==> src/rtl/hcbp_shift_unit.sv <==
// Shared left barrel shifter used for code placement and for byte extraction.
module hcbp_shift_unit #(
	parameter int W    = 40,
	parameter int SH_W = 6
) (
	input  logic [W-1:0]    data,
	input  logic [SH_W-1:0] amount,
	output logic [W-1:0]    result
);

	assign result = data << amount;

endmodule

==> config.mk <==
export PLATFORM = sky130hd
export DESIGN_NAME = hcbp_shift_unit
export DESIGN_NICKNAME = d
export VERILOG_FILES = /design/src/rtl/hcbp_shift_unit.sv
export SDC_FILE = /design/constraint.sdc
export NUM_CORES = 1
export LEC_CHECK = 0
export ABC_AREA = 1
export BUFFER_PORTS_ARGS = -buffer_cell sky130_fd_sc_hd__buf_4
export CAP_MARGIN = 25
export CELL_PAD_IN_SITES_DETAIL_PLACEMENT = 1
export CELL_PAD_IN_SITES_GLOBAL_PLACEMENT = 2
export CORE_UTILIZATION = 25
export DETAILED_ROUTE_END_ITERATION = 10
export PLACE_DENSITY_LB_ADDON = 0.1
export SYNTH_ARGS = -nofsm -noshare
export SYNTH_HDL_FRONTEND = slang
export SYNTH_SLANG_ARGS = --single-unit
==> constraint.sdc <==
create_clock -name vclk -period 4.25
set_input_delay 0.85 -clock vclk [all_inputs]
set_output_delay 0.85 -clock vclk [all_outputs]
set_load 0.01 [all_outputs]
==> results of run 1 <==
[final cells by class]
cell class / count / area share, %
Timing Repair Buffer: 88 / 24.1
Multi-Input combinational cell: 401 / 69.2
Tap cell: 105 / 4.79
Inverter: 13 / 1.87
[power by group through the flow]
stage / registers, mW / logic, mW / clock network [mW]
floorplan: 0 / 0.226 / 0
finish: 0 / 0.358 / 0
detailed placement: 0 / 0.359 / 0
global route: 0 / 0.400 / 0
global placement: 0 / 0.357 / 0
CTS: 0 / 0.360 / 0
[metrics by stage]
step / cells / area [um^2] / hold WS [ns] / utilization (%)
4_1_cts: 607 / 2740 / 2.27 / 33.0
2_1_floorplan: 451 / 2170 / 1.90 / -
3_5_place_dp: 607 / 2740 / 2.26 / 33.0
6_report: 607 / 2740 / 2.27 / 33.0
5_1_grt: 607 / 2740 / 2.33 / 33.0
3_3_place_gp: 607 / 2740 / 2.27 / 33.0
[how the worst min path moves through the flow]
stage                 endpoint  slack [ns]
floorplan           result[30]        1.90
global placement    result[34]        2.27
detailed placement  result[32]        2.26
CTS                 result[32]        2.27
global route        result[32]        2.33
finish              result[32]        2.27
[metal layers]
metal  GRT usage [%]  wire (um)  vias up  share of wire, %
met5               0          0        -                 0
met1            30.0       4770     1569                46
met4            2.78        142        0               1.4
met2            43.9       5270       59                50
met3            1.20        265        8               2.5
li1                -          -     1681                 -
[logic make-up after synthesis]
| logic type | count (synthesis) | synth area share, % |
|---|---|---|
| AO/OA/AOI/OAI | 20 | 4.91 |
| AND/OR/NAND/NOR | 381 | 82.7 |
| buffers and inverters | 50 | 12.4 |
[layout by cell type (no fill, tap or decap), types with 2 or more instances in the layout]
cell type and count:
o21ai_1 15, inv_2 2, nand2_1 104, nand3_2 4, nor2_1 20, nand3_1 246, buf_4 88, nand2_2 3
o21ai_0 3, nand2_4 2, inv_1 10
[critical path, cell delays in order]
cell and delay, ns:
buf_4 0.25, inv_1 0.54, buf_4 0.35, nand3_1 0.13, nand3_1 0.14, nand3_1 0.17
nand3_1 0.13, buf_4 0.12
==> results.md, run 1 <==
- Largest area contributor in the netlist: nand3_1
- All-layer global routing usage: a little under a quarter
- Pin count of the biggest net entering global routing: 47
- Total gr overflow: 0
- Post-synthesis cell type count: 21
- Die area: 9040 um^2
- Post-DR vias/cell: around 5.5
- PostCTS Resize Cnt: 0
- Post-route DRC violation count: 0
- Outcome: complete, no violations
- Drt pass-1 iters: 4
- Initial antenna violation count: 0
- Hold Crit Start: amount[4]
- Worst Slack Setup Final: slightly below 0.7 ns
- Critical path origin: amount[2]
- F_max: ~280 MHz
- # diodes: 0
- Peak fanout along the critical path: 40
- Arrival time worst endpoint: roughly 2.7 ns
- Fillers: 1,200
- Most frequent cell after synthesis: nand3_1
- Vias in the first global route: 3,319
- Syn Area/Cell: just under 5 um^2
- Synth Instances: around 450
- CP Launch Type: input port
- Fin crit period: between 3 and 4 ns
- Switching part of the total power: between 60% and 70%
- Clock share of power: 0%
- Rows: 33
- Ranking of synthesized cells by area: nand3_1 (57%), nand2_1 (18%), buf_2 (3.9%)
- Worst setup EP type: primary output
- Hold_buf cts: 0
- Comb pwr share: 100.0%
- Pre-CTS setup slack: between 0.7 and 0.8 ns
- RSZ-0062 raised after global routing: false
- Worst vdd ir: 0.0000512 V
- Reg area: 0 um^2
- # IOs: 86
- Post-DP HPWL: around 8400 um
- Total power: approximately 0.36 mW
- GP Congestion: around 0.85
- CORE AREA: between 8000 and 9000 um^2
- Die width: 95.1 um
- # nets final: 550
- Setup crit end: result[33]
- Post-DRT Antenna Nets: 0
- Worst EP required: 3.40 ns
- Syn Nets: slightly below 500
- Multi-input gate area: ~1900 um^2
- Worst slew pin tran: 0.777 ns
- Drt total wl: about 10,000 um
- Leak pwr: between 1 and 1.5 nW
- Fin. Hold Viols: 0
- Slew HR: between 40 and 50%
- Die Ht: around 95 um
- DR vias: roughly 3,300
- Detailed Route Iter0 Violations: 157
- Postcts setup bufs: 0
- Psw: approximately 0.23 mW
- Area growth syn-to-layout: 26.5%
- Hold Path Class: in -> out
- Setup TNS: 0 ns
- Clock buffer count: 0
- Warnings, synthesis: 0
- Initial core utilization: 26.1%
- Seq_cells: 0
- Endpoints failing setup: 0
- Port Buffers: between 80 and 90
- Share of cells above drive strength 1: between 20 and 25%
- P_int: about 0.13 mW
- Tcrit/Tclk final: 83.7%
- Hold depth: 5
- First-pass GRT wire length: 16,800 um
- Sequential element share of the synthesized area: 0%
- Slew Limit Fails: 0
- Critical setup path kind: in -> out
- Sequential power share: 0%
- Average routed wire per standard cell: 17.2 um
- Maxcap violations: 0
- Mapped cell area: 2170 um^2
- Power density over cell area: about 130 nW/um^2
- Top cells by count, synth: nand3_1 (246), nand2_1 (104), nor2_1 (20), buf_2 (17), o21ai_1 (15)
- Synth top area share: 56.8%
(Power assumes the default switching activity.)
==> run 2, diff against run 1 <==
--- a/config.mk
+++ b/config.mk
@@ -10,7 +10,7 @@
 export CAP_MARGIN = 25
 export CELL_PAD_IN_SITES_DETAIL_PLACEMENT = 1
 export CELL_PAD_IN_SITES_GLOBAL_PLACEMENT = 2
-export CORE_UTILIZATION = 25
+export CORE_UTILIZATION = 21
 export DETAILED_ROUTE_END_ITERATION = 10
 export PLACE_DENSITY_LB_ADDON = 0.1
 export SYNTH_ARGS = -nofsm -noshare
==> constraint.sdc (replaced) <==
create_clock -name vclk -period 3.1
set_input_delay 0.62 -clock vclk [all_inputs]
set_output_delay 0.62 -clock vclk [all_outputs]
set_load 0.01 [all_outputs]
==> results.md, run 2 (synthesis gave the netlist of run 1 again) <==
- Outcome: complete, no violations
- Hold Crit Start: amount[4]
- Fin crit period: around 2.8 ns
- Total gr overflow: 0
- Post-DR vias/cell: between 5 and 6
- Tcrit/Tclk final: between 80% and 90%
- Die area: 10,700 um^2
- Hold depth: 5
- # IOs: between 80 and 90
- Initial antenna violation count: 0
- Hold Path Class: in -> out
- RSZ-0062 raised after global routing: false
- Post-DRT Antenna Nets: 0
- Detailed Route Iter0 Violations: ~140
- Met3 usage: ~1.5%
- Maxcap violations: 0
- Postcts setup bufs: 0
- PostCTS Resize Cnt: 0
- Fillers: between 1,000 and 1,500
- Clock buffer count: 0
- Endpoints failing setup: 0
- Drt total wl: 11,200 um
- Commonest non-fill, non-tap cell in the layout: nand3_1
- DR vias: between 3,000 and 4,000
- Share of cells above drive strength 1: roughly 22%
- F_max: 361 MHz
- All-layer global routing usage: 20.7%
- Die width: about 100 um
- Post-route DRC violation count: 0
- Grt met2 use: between 30% and 40%
- Leak pwr: approximately 1.4 nW
- GP Congestion: 0.808
- Area growth syn-to-layout: 33.3%
- Worst vdd ir: between 0.00006 and 0.00007 V
- Slew Limit Fails: 0
- Average routed wire per standard cell: roughly 17 um
- First-pass GRT wire length: ~18,000 um
- Rows: 36
- Die Ht: slightly above 100 um
- CORE AREA: 9860 um^2
- Power density over cell area: 178 nW/um^2
- Seq_cells: 0
- Met1 GRT Util: between 20% and 30%
- Slew HR: between 50% and 60%
- Worst setup EP type: primary output
- CP Launch Type: input port
- Critical setup path kind: in -> out
- # nets final: 560
- Layout Utilization: 29.3%
- Initial core utilization: 22.0%
- Peak fanout along the critical path: 39
- Arrival time worst endpoint: 2.15 ns
- End of the worst hold path: result[32]
- Total power: 0.514 mW
- Worst EP required: 2.48 ns
- Worst slew pin tran: between 0.6 and 0.7 ns
- Final Non-Filler Cells: 645
- Commonest non-fill, non-tap cells in the layout: nand3_1 (246), nand2_1 (104), buf_4 (95), nor2_1 (20), o21ai_1 (15)
- Setup TNS: 0 ns
- Drt pass-1 iters: 4
- Pin count of the biggest net entering global routing: 40
- # diodes: 0
- Post-DP HPWL: between 9000 and 10,000 um
- Reg area: 0 um^2
- DP Cell Count: 645
- Most crowded layer after global routing: met2
- Fin. Hold Viols: 0
- Vias in the first global route: between 3,000 and 4,000
- Hold_buf cts: 0
- Port Buffers: between 80 and 90
==> run 2: where the power goes <==
part           switching (mW)  internal, mW  total, mW
sequential                  0             0          0
combinational           0.317         0.197      0.514
clock                       0             0          0
==> run 2: per-layer routing <==
metal	wire, um	share of wire [%]
met1	4990	44
met2	5760	51
met3	319	2.8
met4	150	1.3
met5	0	0
==> run 2: final cells by class <==
type	instances	area (um^2)	share of cell area [%]
Multi-Input combinational cell	401	1900	65.7
Inverter	13	51.3	1.78
Timing Repair Buffer	98	773	26.8
Tap cell	133	166	5.76
==> run 2: worst max-delay path by stage <==
| stage | start | to | slack (ns) |
|---|---|---|---|
| after global routing | amount[0] | result[21] | 0.09 |
| after floorplan | amount[0] | result[21] | 0.94 |
| after global placement | amount[0] | result[21] | 0.31 |
| after CTS | amount[0] | result[21] | 0.28 |
| final | amount[0] | result[21] | 0.33 |
| after detailed placement | amount[0] | result[21] | 0.28 |
==> run 2: worst max-delay path, stage by stage <==
cell,delay (ns)
buf_4,0.20
inv_4,0.37
nand2_1,0.13
nand3_1,0.13
nand2_1,0.07
nand2_1,0.09
nand3_1,0.11
o21ai_0,0.24
buf_4,0.16
==> run 2: per-stage QoR <==
step                      area (um^2)  hold WS (ns)  setup slack, ns
after floorplan                  2170          1.44            0.944
after global placement           2890          1.79            0.313
after detailed placement         2890          1.78            0.280
after CTS                        2890          1.79            0.276
after global routing             2890          1.83           0.0885
final                            2890          1.79            0.330
